[src/rtl/pwmcdf_pkg.sv]
// PWM capture duty/frequency: shared types, constants and the microcode ROM.
// Used by pwmcdf_seq, pwmcdf_dp and pwm_capture_duty_frequency. No dependencies.
`timescale 1ns / 1ps

package pwmcdf_pkg;

  localparam int unsigned TICKS_MAX_DEF = 255;
  localparam logic [31:0] TIMER_HZ_RST  = 32'd1000000;
  localparam logic [14:0] DUTY_SCALE    = 15'd25600;
  localparam logic [15:0] DUTY_SAT      = 16'hFFFF;
  localparam int unsigned DIV_W         = 48;
  localparam logic [5:0]  DIV_STEPS     = 6'd48;
  localparam int unsigned STEP_W        = 4;

  typedef logic [STEP_W-1:0] step_t;

  localparam step_t S_WAIT      = 4'd0;
  localparam step_t S_CHK_TICK  = 4'd1;
  localparam step_t S_CHK_ZERO  = 4'd2;
  localparam step_t S_LD_DUTY   = 4'd3;
  localparam step_t S_DIV_DUTY  = 4'd4;
  localparam step_t S_ST_DUTY   = 4'd5;
  localparam step_t S_DIV_FREQ  = 4'd6;
  localparam step_t S_ST_FREQ   = 4'd7;
  localparam step_t S_CLR_HELD  = 4'd8;
  localparam step_t S_TICK      = 4'd9;
  localparam step_t S_EMIT      = 4'd10;

  typedef enum logic [2:0] {
    OP_NOP,
    OP_LD_DUTY,
    OP_DIV_STEP,
    OP_ST_DUTY,
    OP_ST_FREQ,
    OP_CLR_HELD,
    OP_TICK,
    OP_EMIT
  } dp_op_e;

  typedef enum logic [2:0] {
    C_NEXT,
    C_ALWAYS,
    C_NO_INPUT,
    C_TICK,
    C_PZERO,
    C_DIV_MORE,
    C_OUT_BUSY
  } cond_e;

  typedef struct packed {
    logic   take;
    dp_op_e op;
    cond_e  cond;
    step_t  target;
  } ctl_t;

  typedef struct packed {
    logic in_valid;
    logic is_tick;
    logic period_zero;
    logic div_more;
    logic out_busy;
  } status_t;

  function automatic ctl_t ucode_rom(input step_t step);
    ctl_t w;
    w = '{take: 1'b0, op: OP_NOP, cond: C_ALWAYS, target: S_WAIT};
    unique case (step)
      S_WAIT:     w = '{take: 1'b1, op: OP_NOP,      cond: C_NO_INPUT, target: S_WAIT};
      S_CHK_TICK: w = '{take: 1'b0, op: OP_NOP,      cond: C_TICK,     target: S_TICK};
      S_CHK_ZERO: w = '{take: 1'b0, op: OP_NOP,      cond: C_PZERO,    target: S_CLR_HELD};
      S_LD_DUTY:  w = '{take: 1'b0, op: OP_LD_DUTY,  cond: C_NEXT,     target: S_WAIT};
      S_DIV_DUTY: w = '{take: 1'b0, op: OP_DIV_STEP, cond: C_DIV_MORE, target: S_DIV_DUTY};
      S_ST_DUTY:  w = '{take: 1'b0, op: OP_ST_DUTY,  cond: C_NEXT,     target: S_WAIT};
      S_DIV_FREQ: w = '{take: 1'b0, op: OP_DIV_STEP, cond: C_DIV_MORE, target: S_DIV_FREQ};
      S_ST_FREQ:  w = '{take: 1'b0, op: OP_ST_FREQ,  cond: C_ALWAYS,   target: S_EMIT};
      S_CLR_HELD: w = '{take: 1'b0, op: OP_CLR_HELD, cond: C_ALWAYS,   target: S_EMIT};
      S_TICK:     w = '{take: 1'b0, op: OP_TICK,     cond: C_NEXT,     target: S_WAIT};
      S_EMIT:     w = '{take: 1'b0, op: OP_EMIT,     cond: C_OUT_BUSY, target: S_EMIT};
      default:    w = '{take: 1'b0, op: OP_NOP,      cond: C_ALWAYS,   target: S_WAIT};
    endcase
    return w;
  endfunction

endpackage

[src/rtl/pwmcdf_seq.sv]
// Microcode sequencer: step counter, control ROM and conditional jumps.
// Depends on pwmcdf_pkg.
`timescale 1ns / 1ps

module pwmcdf_seq import pwmcdf_pkg::*; (
  input  logic    clk_i,
  input  logic    rst_ni,
  input  status_t status_i,
  output ctl_t    ctl_o
);

  step_t step_q, step_d;
  ctl_t  ctl;
  logic  jump;

  always_comb begin
    ctl = ucode_rom(step_q);
  end

  always_comb begin
    case (ctl.cond)
      C_NEXT:     jump = 1'b0;
      C_ALWAYS:   jump = 1'b1;
      C_NO_INPUT: jump = !status_i.in_valid;
      C_TICK:     jump = status_i.is_tick;
      C_PZERO:    jump = status_i.period_zero;
      C_DIV_MORE: jump = status_i.div_more;
      C_OUT_BUSY: jump = status_i.out_busy;
      default:    jump = 1'b0;
    endcase
  end

  always_comb begin
    step_d = jump ? ctl.target : step_t'(step_q + 1'b1);
  end

  always_ff @(posedge clk_i or negedge rst_ni) begin
    if (!rst_ni) begin
      step_q <= S_WAIT;
    end else begin
      step_q <= step_d;
    end
  end

  assign ctl_o = ctl;

endmodule

[src/rtl/pwmcdf_dp.sv]
// Datapath: input latch, duty multiplier, shared radix-2 divider, held values,
// staleness counter and output register. Depends on pwmcdf_pkg.
`timescale 1ns / 1ps

module pwmcdf_dp import pwmcdf_pkg::*; #(
  parameter int unsigned TicksMax = TICKS_MAX_DEF
) (
  input  logic        clk_i,
  input  logic        rst_ni,
  input  ctl_t        ctl_i,
  input  logic        in_valid_i,
  input  logic        mode_i,
  input  logic [31:0] period_count_i,
  input  logic [31:0] high_count_i,
  input  logic        cfg_we_i,
  input  logic [31:0] cfg_data_i,
  input  logic        out_stall_i,
  output status_t     status_o,
  output logic        out_valid_o,
  output logic [15:0] duty_percent_q8_o,
  output logic [39:0] frequency_hz_q8_o,
  output logic [7:0]  ticks_since_capture_o
);

  logic             mode_q;
  logic [31:0]      period_q, high_q;
  logic [31:0]      timer_hz_q;
  logic [DIV_W-1:0] dvd_q, dvd_d;
  logic [31:0]      rem_q, rem_d;
  logic [5:0]       cnt_q, cnt_d;
  logic [15:0]      duty_q, duty_d;
  logic [39:0]      freq_q, freq_d;
  logic [7:0]       ticks_q, ticks_d;
  logic             out_valid_q, out_valid_d;
  logic [15:0]      out_duty_q;
  logic [39:0]      out_freq_q;
  logic [7:0]       out_ticks_q;
  logic [46:0]      duty_prod;
  logic [32:0]      trial;
  logic [32:0]      diff;
  logic             out_busy;
  logic             emit;

  assign duty_prod = 47'(high_q) * 47'(DUTY_SCALE);
  assign trial     = {rem_q, dvd_q[DIV_W-1]};
  assign diff      = trial - {1'b0, period_q};
  assign out_busy  = out_valid_q && out_stall_i;
  assign emit      = (ctl_i.op == OP_EMIT) && !out_busy;

  always_comb begin
    dvd_d   = dvd_q;
    rem_d   = rem_q;
    cnt_d   = cnt_q;
    duty_d  = duty_q;
    freq_d  = freq_q;
    ticks_d = ticks_q;
    unique case (ctl_i.op) inside
      OP_NOP, OP_EMIT: begin
      end
      OP_LD_DUTY: begin
        dvd_d = {1'b0, duty_prod};
        rem_d = '0;
        cnt_d = DIV_STEPS;
      end
      OP_DIV_STEP: begin
        // restoring step; quotient bits shift in behind the dividend
        if (!diff[32]) begin
          rem_d = diff[31:0];
          dvd_d = {dvd_q[DIV_W-2:0], 1'b1};
        end else begin
          rem_d = trial[31:0];
          dvd_d = {dvd_q[DIV_W-2:0], 1'b0};
        end
        cnt_d = cnt_q - 1'b1;
      end
      OP_ST_DUTY: begin
        duty_d = (dvd_q[DIV_W-1:16] != '0) ? DUTY_SAT : dvd_q[15:0];
        dvd_d  = {8'b0, timer_hz_q, 8'b0};
        rem_d  = '0;
        cnt_d  = DIV_STEPS;
      end
      OP_ST_FREQ: begin
        freq_d  = dvd_q[39:0];
        ticks_d = '0;
      end
      OP_CLR_HELD: begin
        duty_d  = '0;
        freq_d  = '0;
        ticks_d = '0;
      end
      OP_TICK: begin
        if (ticks_q < 8'(TicksMax)) begin
          ticks_d = ticks_q + 1'b1;
        end
      end
      default: begin
      end
    endcase
  end

  always_comb begin
    out_valid_d = out_valid_q;
    if (emit) begin
      out_valid_d = 1'b1;
    end else if (out_valid_q && !out_stall_i) begin
      out_valid_d = 1'b0;
    end
  end

  always_ff @(posedge clk_i or negedge rst_ni) begin
    if (!rst_ni) begin
      timer_hz_q  <= TIMER_HZ_RST;
      duty_q      <= '0;
      freq_q      <= '0;
      ticks_q     <= '0;
      cnt_q       <= '0;
      out_valid_q <= 1'b0;
    end else begin
      if (cfg_we_i) begin
        timer_hz_q <= cfg_data_i;
      end
      duty_q      <= duty_d;
      freq_q      <= freq_d;
      ticks_q     <= ticks_d;
      cnt_q       <= cnt_d;
      out_valid_q <= out_valid_d;
    end
  end

  always_ff @(posedge clk_i) begin
    if (ctl_i.take && in_valid_i) begin
      mode_q   <= mode_i;
      period_q <= period_count_i;
      high_q   <= high_count_i;
    end
    dvd_q <= dvd_d;
    rem_q <= rem_d;
    if (emit) begin
      out_duty_q  <= duty_q;
      out_freq_q  <= freq_q;
      out_ticks_q <= ticks_q;
    end
  end

  assign status_o = '{
    in_valid:    in_valid_i,
    is_tick:     mode_q,
    period_zero: (period_q == '0),
    div_more:    (cnt_q != 6'd1),
    out_busy:    out_busy
  };

  assign out_valid_o           = out_valid_q;
  assign duty_percent_q8_o     = out_duty_q;
  assign frequency_hz_q8_o     = out_freq_q;
  assign ticks_since_capture_o = out_ticks_q;

  a_ticks_bound: assert property (@(posedge clk_i) disable iff (!rst_ni)
    ticks_q <= 8'(TicksMax))
    else $error("staleness counter above its maximum");

  a_div_count: assert property (@(posedge clk_i) disable iff (!rst_ni)
    (ctl_i.op == OP_DIV_STEP) |-> (cnt_q != '0))
    else $error("divider stepped with no steps left");

  a_out_hold: assert property (@(posedge clk_i) disable iff (!rst_ni)
    out_busy |=> (out_valid_q && $stable(out_duty_q) && $stable(out_freq_q)
                  && $stable(out_ticks_q)))
    else $error("stalled result changed");

endmodule

[src/rtl/pwm_capture_duty_frequency.sv]
// Top level of the PWM capture duty/frequency block: sequencer plus datapath.
// Depends on pwmcdf_pkg, pwmcdf_seq and pwmcdf_dp.
`timescale 1ns / 1ps

// One item at a time. A capture item passes two check steps, a load step that
// forms the duty product, two 48-step radix-2 divisions (duty, then frequency)
// on the one shared divider, each one quotient bit a cycle, a store step after
// each, and the emit step, which puts its result in the output register. A tick
// item passes the tick check, the tick step and the emit step; a zero-period
// capture passes both checks, the clear step and the emit step. After the emit
// step a spare step passes before the wait step takes the next item. A stalled
// result holds the next item at its emit step. The timer clock register may be
// written at any time the block is idle; it resets to 1 MHz.

module pwm_capture_duty_frequency import pwmcdf_pkg::*; #(
  parameter int unsigned TicksMax = TICKS_MAX_DEF
) (
  input  logic        clk_i,
  input  logic        rst_ni,
  input  logic        in_valid_i,
  output logic        in_stall_o,
  input  logic        mode_i,
  input  logic [31:0] period_count_i,
  input  logic [31:0] high_count_i,
  input  logic        cfg_valid_i,
  output logic        cfg_ready_o,
  input  logic [31:0] timer_clock_hz_i,
  output logic        out_valid_o,
  input  logic        out_stall_i,
  output logic [15:0] duty_percent_q8_o,
  output logic [39:0] frequency_hz_q8_o,
  output logic [7:0]  ticks_since_capture_o
);

  ctl_t    ctl;
  status_t status;

  pwmcdf_seq u_seq (
    .clk_i    (clk_i),
    .rst_ni   (rst_ni),
    .status_i (status),
    .ctl_o    (ctl)
  );

  pwmcdf_dp #(
    .TicksMax (TicksMax)
  ) u_dp (
    .clk_i                 (clk_i),
    .rst_ni                (rst_ni),
    .ctl_i                 (ctl),
    .in_valid_i            (in_valid_i),
    .mode_i                (mode_i),
    .period_count_i        (period_count_i),
    .high_count_i          (high_count_i),
    .cfg_we_i              (cfg_valid_i && cfg_ready_o),
    .cfg_data_i            (timer_clock_hz_i),
    .out_stall_i           (out_stall_i),
    .status_o              (status),
    .out_valid_o           (out_valid_o),
    .duty_percent_q8_o     (duty_percent_q8_o),
    .frequency_hz_q8_o     (frequency_hz_q8_o),
    .ticks_since_capture_o (ticks_since_capture_o)
  );

  assign in_stall_o  = !ctl.take;
  assign cfg_ready_o = 1'b1;

  a_busy_after_take: assert property (@(posedge clk_i) disable iff (!rst_ni)
    (in_valid_i && !in_stall_o) |=> in_stall_o)
    else $error("input taken twice without a result in between");

  a_result_from_busy: assert property (@(posedge clk_i) disable iff (!rst_ni)
    $rose(out_valid_o) |-> $past(in_stall_o))
    else $error("result loaded while waiting for input");

  a_out_ticks: assert property (@(posedge clk_i) disable iff (!rst_ni)
    out_valid_o |-> (ticks_since_capture_o <= 8'(TicksMax)))
    else $error("reported tick count above its maximum");

endmodule

[config.mk]
export PLATFORM = sky130hd
export DESIGN_NAME = pwm_capture_duty_frequency
export DESIGN_NICKNAME = d
export VERILOG_FILES = /design/src/rtl/pwmcdf_pkg.sv /design/src/rtl/pwmcdf_seq.sv /design/src/rtl/pwmcdf_dp.sv /design/src/rtl/pwm_capture_duty_frequency.sv
export SDC_FILE = /design/constraint.sdc
export NUM_CORES = 1
export LEC_CHECK = 0
export BUFFER_PORTS_ARGS = -buffer_cell sky130_fd_sc_hd__buf_4
export CORE_MARGIN = 3
export CORE_UTILIZATION = 55
export CTS_BUF_LIST = sky130_fd_sc_hd__clkbuf_2 sky130_fd_sc_hd__clkbuf_4 sky130_fd_sc_hd__clkbuf_8
export DETAILED_ROUTE_END_ITERATION = 10
export PLACE_DENSITY = 0.82
export SYNTH_ARGS = -nofsm -noshare
export SYNTH_HDL_FRONTEND = slang
export SYNTH_SLANG_ARGS = --single-unit
[constraint.sdc]
create_clock -name clk_i -period 5.45 [get_ports clk_i]
set_clock_uncertainty 0.05 [all_clocks]
set_input_delay 0 -clock clk_i [delete_from_list [all_inputs] [get_ports clk_i]]
set_output_delay 0 -clock clk_i [all_outputs]
set_load 0.05 [all_outputs]
* After elaboration in Yosys (flattened, before gate mapping)
Memory sizes are Yosys's and may differ from the RTL's. Cells that the tools add are included.
Storage, ports and cells: register bits after elaboration 316, memory bits (read-only) 176, input port bits 102, output and inout bits 67, logic and storage cells 70, memories 1
Cells by class: $add $sub $neg 4, multiply operators 1, magnitude comparators 1, eq/ne operators 15, mux-type cells 14, reductions and logical operators 19
Memories:
- (no name shown) | depth 16, width 11, read ports 1, clocked after Yosys merged registers in 0, write ports 0, line pwmcdf_pkg.sv:68 | unique case (step)
Operators by type and width (count):
- $pmux W48 S3 | 1
- $pmux W40 S2 | 1
- $pmux W32 S2 | 1
- $mul A32 B5 Y37 const B | 1
- $sub A33 B32 Y33 | 1
- $logic_not A32 Y1 | 1
- $mux W32 | 1
- $pmux W16 S2 | 1
- $reduce_bool A32 Y1 | 1
- $eq A3 B3 Y1 const B | 7
- $mux W16 | 1
- $pmux W8 S2 | 1
- $eq A3 B2 Y1 const B | 4
- $pmux W6 S2 | 1
- $reduce_bool A2 Y1 | 5
- $add A8 B1 Y8 const B | 1
- $lt A8 B8 Y1 const B | 1
- $mux W8 | 1
- $eq A3 B1 Y1 const B | 2
- $ne A6 B1 Y1 const B | 1
- $pmux W1 S6 | 1
- $sub A6 B1 Y6 const B | 1
- $add A4 B1 Y4 const B | 1
- $logic_and A1 B1 Y1 | 4
- 7 further kinds | 13

* Logic depth before layout (Yosys ltp)
Gate-level depths: netlist of the first run. An unclocked memory read counts as a cell.
depth after elaboration 5, gate-level depth with buffers 15, gate-level depth less buffers 15

* By module
Synthesis of the first run repeated with hierarchy kept, for this count alone.
Second synthesis, totals: cells, all modules 1618, area total of the unflattened synthesis 17574.4 sq um
Modules (own cells, without submodules):
- pwmcdf_dp | times used 1, cells an instance 1556, area an instance 16998.8 sq um, seq. area each 8862.2 sq um
- pwmcdf_seq | times used 1, cells an instance 59, area an instance 560.5 sq um, seq. area each 100.1 sq um
- pwm_capture_duty_frequency | times used 1, cells an instance 3, area an instance 15.0 sq um, seq. area each 0.0 sq um

* Least setup slack after synthesis of the first run
No wires, ideal clock.
kind reg-to-reg, from register u_seq.step_q[1], to register u_dp.out_duty_q[0], in the netlist u_dp.duty_percent_q8_o[0], enable pin, library setup time 0.507 ns, arrival time 4.804 ns, data required time 4.893 ns, slack 0.089 ns, cell stages (with the launch flop) 9, buffers on the path 2, clock period less this slack 5.361 ns, cells stage by stage dfrtp_1 inv_1 ha_1 mux2i_1 o22ai_1 clkbuf_1 buf_1 nand2_1 a21oi_1
On the way: word-level cells in the longest chain between the ends 3
RTL lines:
- from (decl) | line pwmcdf_seq.sv:12 | step_t step_q, step_d;
- from (signal assigned) | line pwmcdf_seq.sv:41 | step_q <= step_d;
- $mem_v2 Z16 W11
- $eq A3 B3 Y1 | line pwmcdf_dp.sv:48 | assign emit = (ctl_i.op == OP_EMIT) && !out_busy;
- $logic_and A1 B1 Y1 | line pwmcdf_dp.sv:48
- named net u_dp.emit | line pwmcdf_dp.sv:42 | logic emit;
- to (signal assigned) | line pwmcdf_dp.sv:139 | out_duty_q <= duty_q;
- to (decl) | line pwmcdf_dp.sv:35 | logic [15:0] out_duty_q;
The timed path passes the listed nets, and every way through them passes these cells. A chain may end at the register's enable or synchronous reset.

* Final worst setup path of the first run
from register u_dp.high_q[3], to register u_dp.dvd_q[43], data pin
On the way: word-level cells in the longest chain between the ends 2
RTL lines:
- from (decl) | line pwmcdf_dp.sv:26 | logic [31:0] period_q, high_q;
- from (signal assigned) | line pwmcdf_dp.sv:134 | high_q <= high_count_i;
- $mul A32 B5 Y37 | line pwmcdf_dp.sv:44 | assign duty_prod = 47'(high_q) * 47'(DUTY_SCALE);
- $pmux W48 S3 | line pwmcdf_dp.sv:57 | unique case (ctl_i.op) inside
- named net u_dp.dvd_d[43] | line pwmcdf_dp.sv:28 | logic [DIV_W-1:0] dvd_q, dvd_d;
- to (signal assigned) | line pwmcdf_dp.sv:136 | dvd_q <= dvd_d;
- to (decl) | line pwmcdf_dp.sv:28
The timed path passes the listed nets, and every way through them passes these cells.

==> impl_metrics.env, run 1 <==
export IMPL_outcome="completed"
export IMPL_yosysWarnings=0
export IMPL_via_per_inst=5.68
export IMPL_grt_max_degree=66
export IMPL_fin_crit_ns=4.19
export IMPL_ys_seq_elements=316
export IMPL_end_kind="flip-flop"
export IMPL_tns_ns=0
export IMPL_yosysTopAreaCellShare_pct=35.9
export IMPL_maxSlewHeadroom_pct=17.2
export IMPL_portBuffers=167
export IMPL_ys_seq_area_share_pct=51.3
export IMPL_drive_above_1_share_pct=17.2
export IMPL_cts_root_buffer="clkbuf_8"
export IMPL_setup_viol=0
export IMPL_drtIter0Drc=1200
export IMPL_cp_max_fo=4
export IMPL_num_antenna_cells=0
export IMPL_grt_pass1_wl_mm=68.7
export IMPL_synthesis_area_um2=17500
export IMPL_die_area_um2=33900
export IMPL_layout_common_cells="209 x edfxtp_1, 178 x nand2_1, 177 x inv_1, 177 x buf_4, 142 x ha_1"
export IMPL_required_ns=5.70
export IMPL_postCtsResizedCells=0
export IMPL_clkPwrFrac_pct=17.1
export IMPL_numCtsBuffers=51
export IMPL_fin_nets=2191
export IMPL_placed_area_um2=19100
export IMPL_ys_flop_type="edfxtp_1"
export IMPL_cts_tree="done"
export IMPL_yosysTopAreaCell="edfxtp_1"
export IMPL_cp_slowest_cell="or4_1"
export IMPL_routedWlPerCell_um=18.3
export IMPL_max_stage_delay_ns=0.57
export IMPL_netlist_cell_type_count=74
export IMPL_tightest_slew_ns=1.23
export IMPL_finalNonFillerCells=2355
export IMPL_dieWidth_um=184
export IMPL_seqPwrFrac_pct=31.0
export IMPL_hold_buffers=133
export IMPL_antenna_left=0
export IMPL_crit_path_start_kind="flip-flop"
export IMPL_path_class="flip-flop to flip-flop"
export IMPL_place_hpwl_mm=28.6
export IMPL_final_area_um2=21600
export IMPL_grt_pass1_vias=13523
export IMPL_rows=64
export IMPL_final_hold_viol_count=0
export IMPL_dp_cells=2129
export IMPL_syn_num_nets=1883
export IMPL_drc=0
export IMPL_clockBufferDepth=3
export IMPL_pin_count=169
export IMPL_cp_arrival_ns=4.44
export IMPL_peakVddDrop_mv=0.327
export IMPL_leakagePower_nw=9.62
export IMPL_p_per_area_nw_per_um2=640
export IMPL_synthTopCellsByArea="edfxtp_1 36%, dfrtp_1 14%, ha_1 10%"
export IMPL_synth_edff_count=209
export IMPL_layout_commonest_cell="edfxtp_1"
export IMPL_initial_core_util_pct=56.5
export IMPL_grt_overflow=0
export IMPL_postCtsSetupRepairBufs=0
export IMPL_fmax_mhz=239
export IMPL_hp_class="input pin to flip-flop"
export IMPL_pwr_share_comb_pct=51.9
export IMPL_p_sw_share_pct=42.1
export IMPL_path_cells="ha_1 -> ha_1 -> inv_1 -> fa_1 -> inv_1 -> ha_1 -> or4_1 -> a21oi_2 -> or2_2 -> o22ai_2 -> o21ai_0 -> a31oi_1 -> o31ai_1 -> xor2_1 -> a21oi_1"
export IMPL_crit_path_frequent_cell="ha_1"
export IMPL_clk_insertion_delay_late_ns=0.59
export IMPL_power_switching_mw=5.83
export IMPL_grt_usage_pct=25.3
export IMPL_internal_power_mw=8.02
export IMPL_h_tree_depth=2
export IMPL_clock_sinks=316
export IMPL_path_clk_slew_ns=0.07
export IMPL_vias=13383
export IMPL_fin_crit_sh_pct=76.8
export IMPL_syn_to_final_growth_pct=23.9
export IMPL_gp_congestion=0.951
export IMPL_rsz0062_at_grt="false"
export IMPL_drv_slew=0
export IMPL_coreArea_um2=30900
export IMPL_antenna_found_initial=0
export IMPL_syn_area_per_cell_um2=10.8
export IMPL_synth_async_reset_ratio_pct=33.9
export IMPL_first_pass_iters=6
export IMPL_maxCapViolCount=0
export IMPL_routed_wl_mm=43.1
export IMPL_synthCells=1611
export IMPL_fp_dieH_um=184
-- path summary, 6_finish.rpt --
path	endpoint	slack [ns]	cells after the start	start
hold / removal	u_dp.high_q[14]$_DFFE_PP_	0.07	2	high_count_i[14]
setup / recovery	u_dp.dvd_q[43]$_DFFE_PP_	1.26	15	u_dp.high_q[3]$_DFFE_PP_
hold reg to reg	u_dp.frequency_hz_q8_o[39]$_DFFE_PP_	0.38	0	u_dp.freq_q[39]$_DFFE_PN0P_
min in group asynchronous	u_dp.timer_hz_q[16]$_DFFE_PN1P_	0.43	3	rst_ni
setup reg to reg	u_dp.dvd_q[43]$_DFFE_PP_	1.26	15	u_dp.high_q[3]$_DFFE_PP_
max in group asynchronous	u_dp.timer_hz_q[27]$_DFFE_PN0P_	4.10	4	rst_ni
-- state kept, by name, indices dropped and copies added (netlist names), 16 cells and up --
register / cells
u_dp.duty_percent_q8_o: 16
u_dp.duty_q: 16
u_dp.dvd_q: 48
u_dp.freq_q: 40
u_dp.frequency_hz_q8_o: 40
u_dp.high_q: 32
u_dp.period_q: 32
u_dp.rem_q: 32
u_dp.timer_hz_q: 32
-- cell type report --
cell class / instances / area [µm²]
clock buffer: 78 / 955
clock inverter: 15 / 230
fill: 2132 / 9260
inverter: 178 / 668
multi-input combinational: 1062 / 7660
sequential: 316 / 8960
tap: 396 / 495
timing repair buffer: 310 / 2680
-- metal layers --
| layer | wire [µm] | track usage, % | part of all wire, % | up-vias |
|---|---|---|---|---|
| met4 | 1380 | 8.50 | 3.2 | 0 |
| met2 | 21300 | 43.8 | 50 | 539 |
| met5 | 0 | 0 | 0 | - |
| li1 | - | - | - | 6333 |
| met1 | 17700 | 32.4 | 41 | 6388 |
| met3 | 2690 | 4.36 | 6.2 | 123 |
-- power by group through the flow --
stage	clock network (mW)	logic, mW	registers [mW]
after floorplan	0	5.35	4.24
after global placement	0	6.68	4.29
after detailed placement	0	6.93	4.32
after CTS	2.39	7.09	4.29
after global routing	2.50	8.02	4.38
final	2.36	7.19	4.30
-- stage by stage --
stage	setup slack, ns	utilization, %	total power, mW	hold slack (ns)
floorplan	0.0893	-	9.59	-0.346
global placement	1.49	61.8	11.0	-0.00519
detailed placement	1.34	61.8	11.2	0.00654
CTS	1.32	70.0	13.8	0.0445
global route	1.05	70.0	14.9	0.0631
finish	1.26	70.0	13.9	0.0681
-- synth_stat cells (5+ instances only) --
master	instances
edfxtp_1	209
nand2_1	179
inv_1	178
ha_1	142
nor2_1	113
o21ai_0	103
dfrtp_1	100
a21oi_1	78
xnor2_1	38
clkbuf_1	37
mux2_2	35
a31oi_1	34
a21o_1	31
fa_1	28
mux2i_1	24
nand3_1	24
nor4_1	19
xor2_1	18
and3_1	17
o21a_1	15
o21bai_1	12
a211oi_1	11
nand4_1	10
nor3_1	10
o31ai_1	10
buf_1	8
a22o_1	7
buf_2	7
dfstp_2	7
o211ai_1	7
nand2b_1	6
o22ai_1	6
or2_2	6
and2_1	5
nor2b_1	5
o21ai_1	5
or3_1	5
-- logic make-up after synthesis --
logic type | Yosys count | share of synthesized area, %
mux | 59 | 3.63
compound gates | 357 | 12.9
xor+xnor | 57 | 2.90
simple gates | 418 | 10.8
buf+inv | 233 | 5.14
fa+ha+maj | 170 | 13.4
other cells | 1 | 0.0215
flops | 316 | 51.3
-- worst max-delay path: cells and delay by family, from the launching register on --
family	cells	cell delay (ns)
fa+ha+maj	4	1.34
compound gates	6	1.08
simple gates	2	0.74
flops	1	0.43
xor+xnor	1	0.19
buf+inv	2	0.09
Power figures use the tool's default switching activity.
==> run 2, diff against run 1 <==
Settings changed: PLACE_DENSITY 0.82 to 0.79.
Clock period 5.45 ns to 3.9 ns, I/O delays scaled along.
==> impl_metrics.env, run 2 (synthesis results as in run 1) <==
export IMPL_maxCapViolCount=0
export IMPL_worstHoldStart="period_count_i[13]"
export IMPL_internal_power_mw=11.5
export IMPL_clkPwrFrac_pct=15.5
export IMPL_gp_congestion=0.945
export IMPL_outcome="complete, but fails checks"
export IMPL_reg2regPathDepth=13
export IMPL_routedWlPerCell_um=18.5
export IMPL_maxSlewHeadroom_pct=20.3
export IMPL_portBuffers=167
export IMPL_p_per_area_nw_per_um2=902
export IMPL_peakVddDrop_mv=0.608
export IMPL_rsz0062_at_grt="true"
export IMPL_fillers=2122
export IMPL_hold_worst_slack_ns=0.0590
export IMPL_tns_ns=-0.0868
export IMPL_grt_usage_pct=25.6
export IMPL_fin_crit_ns=3.99
export IMPL_r2r_end="u_dp.dvd_q[45]$_DFFE_PP_"
export IMPL_drtIter0Drc=1004
export IMPL_grt_max_degree=83
export IMPL_clk_insertion_delay_late_ns=0.60
export IMPL_vias=13452
export IMPL_finalPower_mw=19.9
export IMPL_h_tree_depth=2
export IMPL_first_pass_iters=5
export IMPL_dieWidth_um=184
export IMPL_routed_wl_mm=44.1
export IMPL_pwr_share_comb_pct=54.4
export IMPL_cp_max_fo=4
export IMPL_cp_arrival_ns=4.28
export IMPL_tightest_slew_ns=1.19
export IMPL_rows=64
export IMPL_die_area_um2=33900
export IMPL_cts_root_buffer="clkbuf_8"
export IMPL_r2r_setup_slack_ns=-0.09
export IMPL_numCtsBuffers=51
export IMPL_grt_overflow=0
export IMPL_path_clk_slew_ns=0.07
export IMPL_hp_class="input pin to flip-flop"
export IMPL_cts_tree="done"
export IMPL_placed_area_um2=19300
export IMPL_antenna_left=0
export IMPL_place_hpwl_mm=28.8
export IMPL_crit_path_start_kind="flip-flop"
export IMPL_clockBufferDepth=3
export IMPL_fin_nets=2221
export IMPL_largest_register="u_dp.dvd_q"
export IMPL_r2r_start="u_dp.high_q[6]$_DFFE_PP_"
export IMPL_required_ns=4.19
export IMPL_seqPwrFrac_pct=30.2
export IMPL_clock_sinks=316
export IMPL_power_switching_mw=8.41
export IMPL_layout_commonest_cell="edfxtp_1"
export IMPL_fin_crit_sh_pct=102
export IMPL_p_sw_share_pct=42.3
export IMPL_setup_ws_ns=-0.0868
export IMPL_fmax_mhz=251
export IMPL_fp_dieH_um=184
export IMPL_end_kind="flip-flop"
export IMPL_final_area_um2=22100
export IMPL_via_per_inst=5.63
export IMPL_grt_pass1_wl_mm=69.3
export IMPL_largest_register_ffs=48
export IMPL_layout_common_cells="209 x edfxtp_1, 204 x buf_4, 178 x nand2_1"
export IMPL_startpoint="u_dp.high_q[6]$_DFFE_PP_"
export IMPL_drive_above_1_share_pct=20.0
export IMPL_endpoint="u_dp.dvd_q[45]$_DFFE_PP_"
export IMPL_setup_viol=1
export IMPL_final_hold_viol_count=0
export IMPL_antenna_found_initial=2
export IMPL_pin_count=169
export IMPL_grt_pass1_vias=13605
export IMPL_syn_to_final_growth_pct=26.3
export IMPL_drc=0
export IMPL_drv_slew=0
export IMPL_leakagePower_nw=9.75
export IMPL_coreArea_um2=30900
export IMPL_violations="negative setup slack"
export IMPL_path_class="flip-flop to flip-flop"
export IMPL_initial_core_util_pct=56.5
export IMPL_post_route_util_pct=71.4
[run 2: timing repair]
item                                    CTS  global route
hold buffers                            131             0
endpoints found under the setup margin    8            15
hold endpoints to repair                236             0
buffers inserted                          3             4
pin swaps                                 3            25
resized for setup                        12            30
[run 2: final cells by class]
cell class / instances / area [µm²] / share of cell area (%)
diodes: 1 / 2.50 / 0.0113
clock buffers: 80 / 1020 / 4.62
clock inverters: 15 / 104 / 0.471
inverters: 178 / 668 / 3.03
multi-input cells: 1062 / 7870 / 35.7
flip-flops and latches: 316 / 8960 / 40.6
well taps: 396 / 495 / 2.25
repair buffers: 340 / 2930 / 13.3
[run 2: routing by layer]
layer | GRT usage [%] | part of all wire (%) | up-vias
met2 | 43.5 | 49 | 492
met4 | 9.50 | 3.3 | 2
met5 | 0 | 0.029 | -
met3 | 4.03 | 5.6 | 106
li1 | - | - | 6393
met1 | 33.4 | 42 | 6459
[run 2: through the flow]
stage,cells,setup WS (ns)
final,2388,-0.0868
after floorplan,1611,0.156
after global routing,2388,-0.181
after CTS,2383,0.00618
after detailed placement,2154,-0.167
after global placement,2154,-0.0505
[run 2: power by group through the flow]
stage / clock network [mW] / registers, mW / logic (mW)
finish: 3.07 / 6.00 / 10.8
global route: 3.30 / 6.10 / 12.0
detailed placement: 0 / 6.03 / 10.1
CTS: 3.11 / 5.97 / 10.4
global placement: 0 / 5.98 / 9.81
floorplan: 0 / 5.92 / 7.48
[run 2: worst min path at each step]
stage | endpoint | slack (ns) | cells past startpoint
after floorplan | u_dp.cnt_q[0]$_DFFE_PN0P_ | -0.35 | 0
after global placement | u_dp.high_q[8]$_DFFE_PP_ | 0.13 | 1
after detailed placement | u_dp.high_q[30]$_DFFE_PP_ | 0.13 | 1
after CTS | u_dp.period_q[14]$_DFFE_PP_ | 0.02 | 2
after global routing | u_dp.period_q[16]$_DFFE_PP_ | 0.04 | 2
final | u_dp.period_q[13]$_DFFE_PP_ | 0.06 | 2
[run 2: critical path, cell delays in order, from the launching register on]
cell and delay (ns):
edfxtp_1 0.46, ha_1 0.34, ha_1 0.31, fa_1 0.48
ha_2 0.22, or4_4 0.52, a21oi_4 0.13, or2_4 0.16
o22ai_4 0.09, o21a_4 0.25, a2111oi_4 0.37, o31ai_2 0.10
xnor2_1 0.17, o21ai_1 0.09
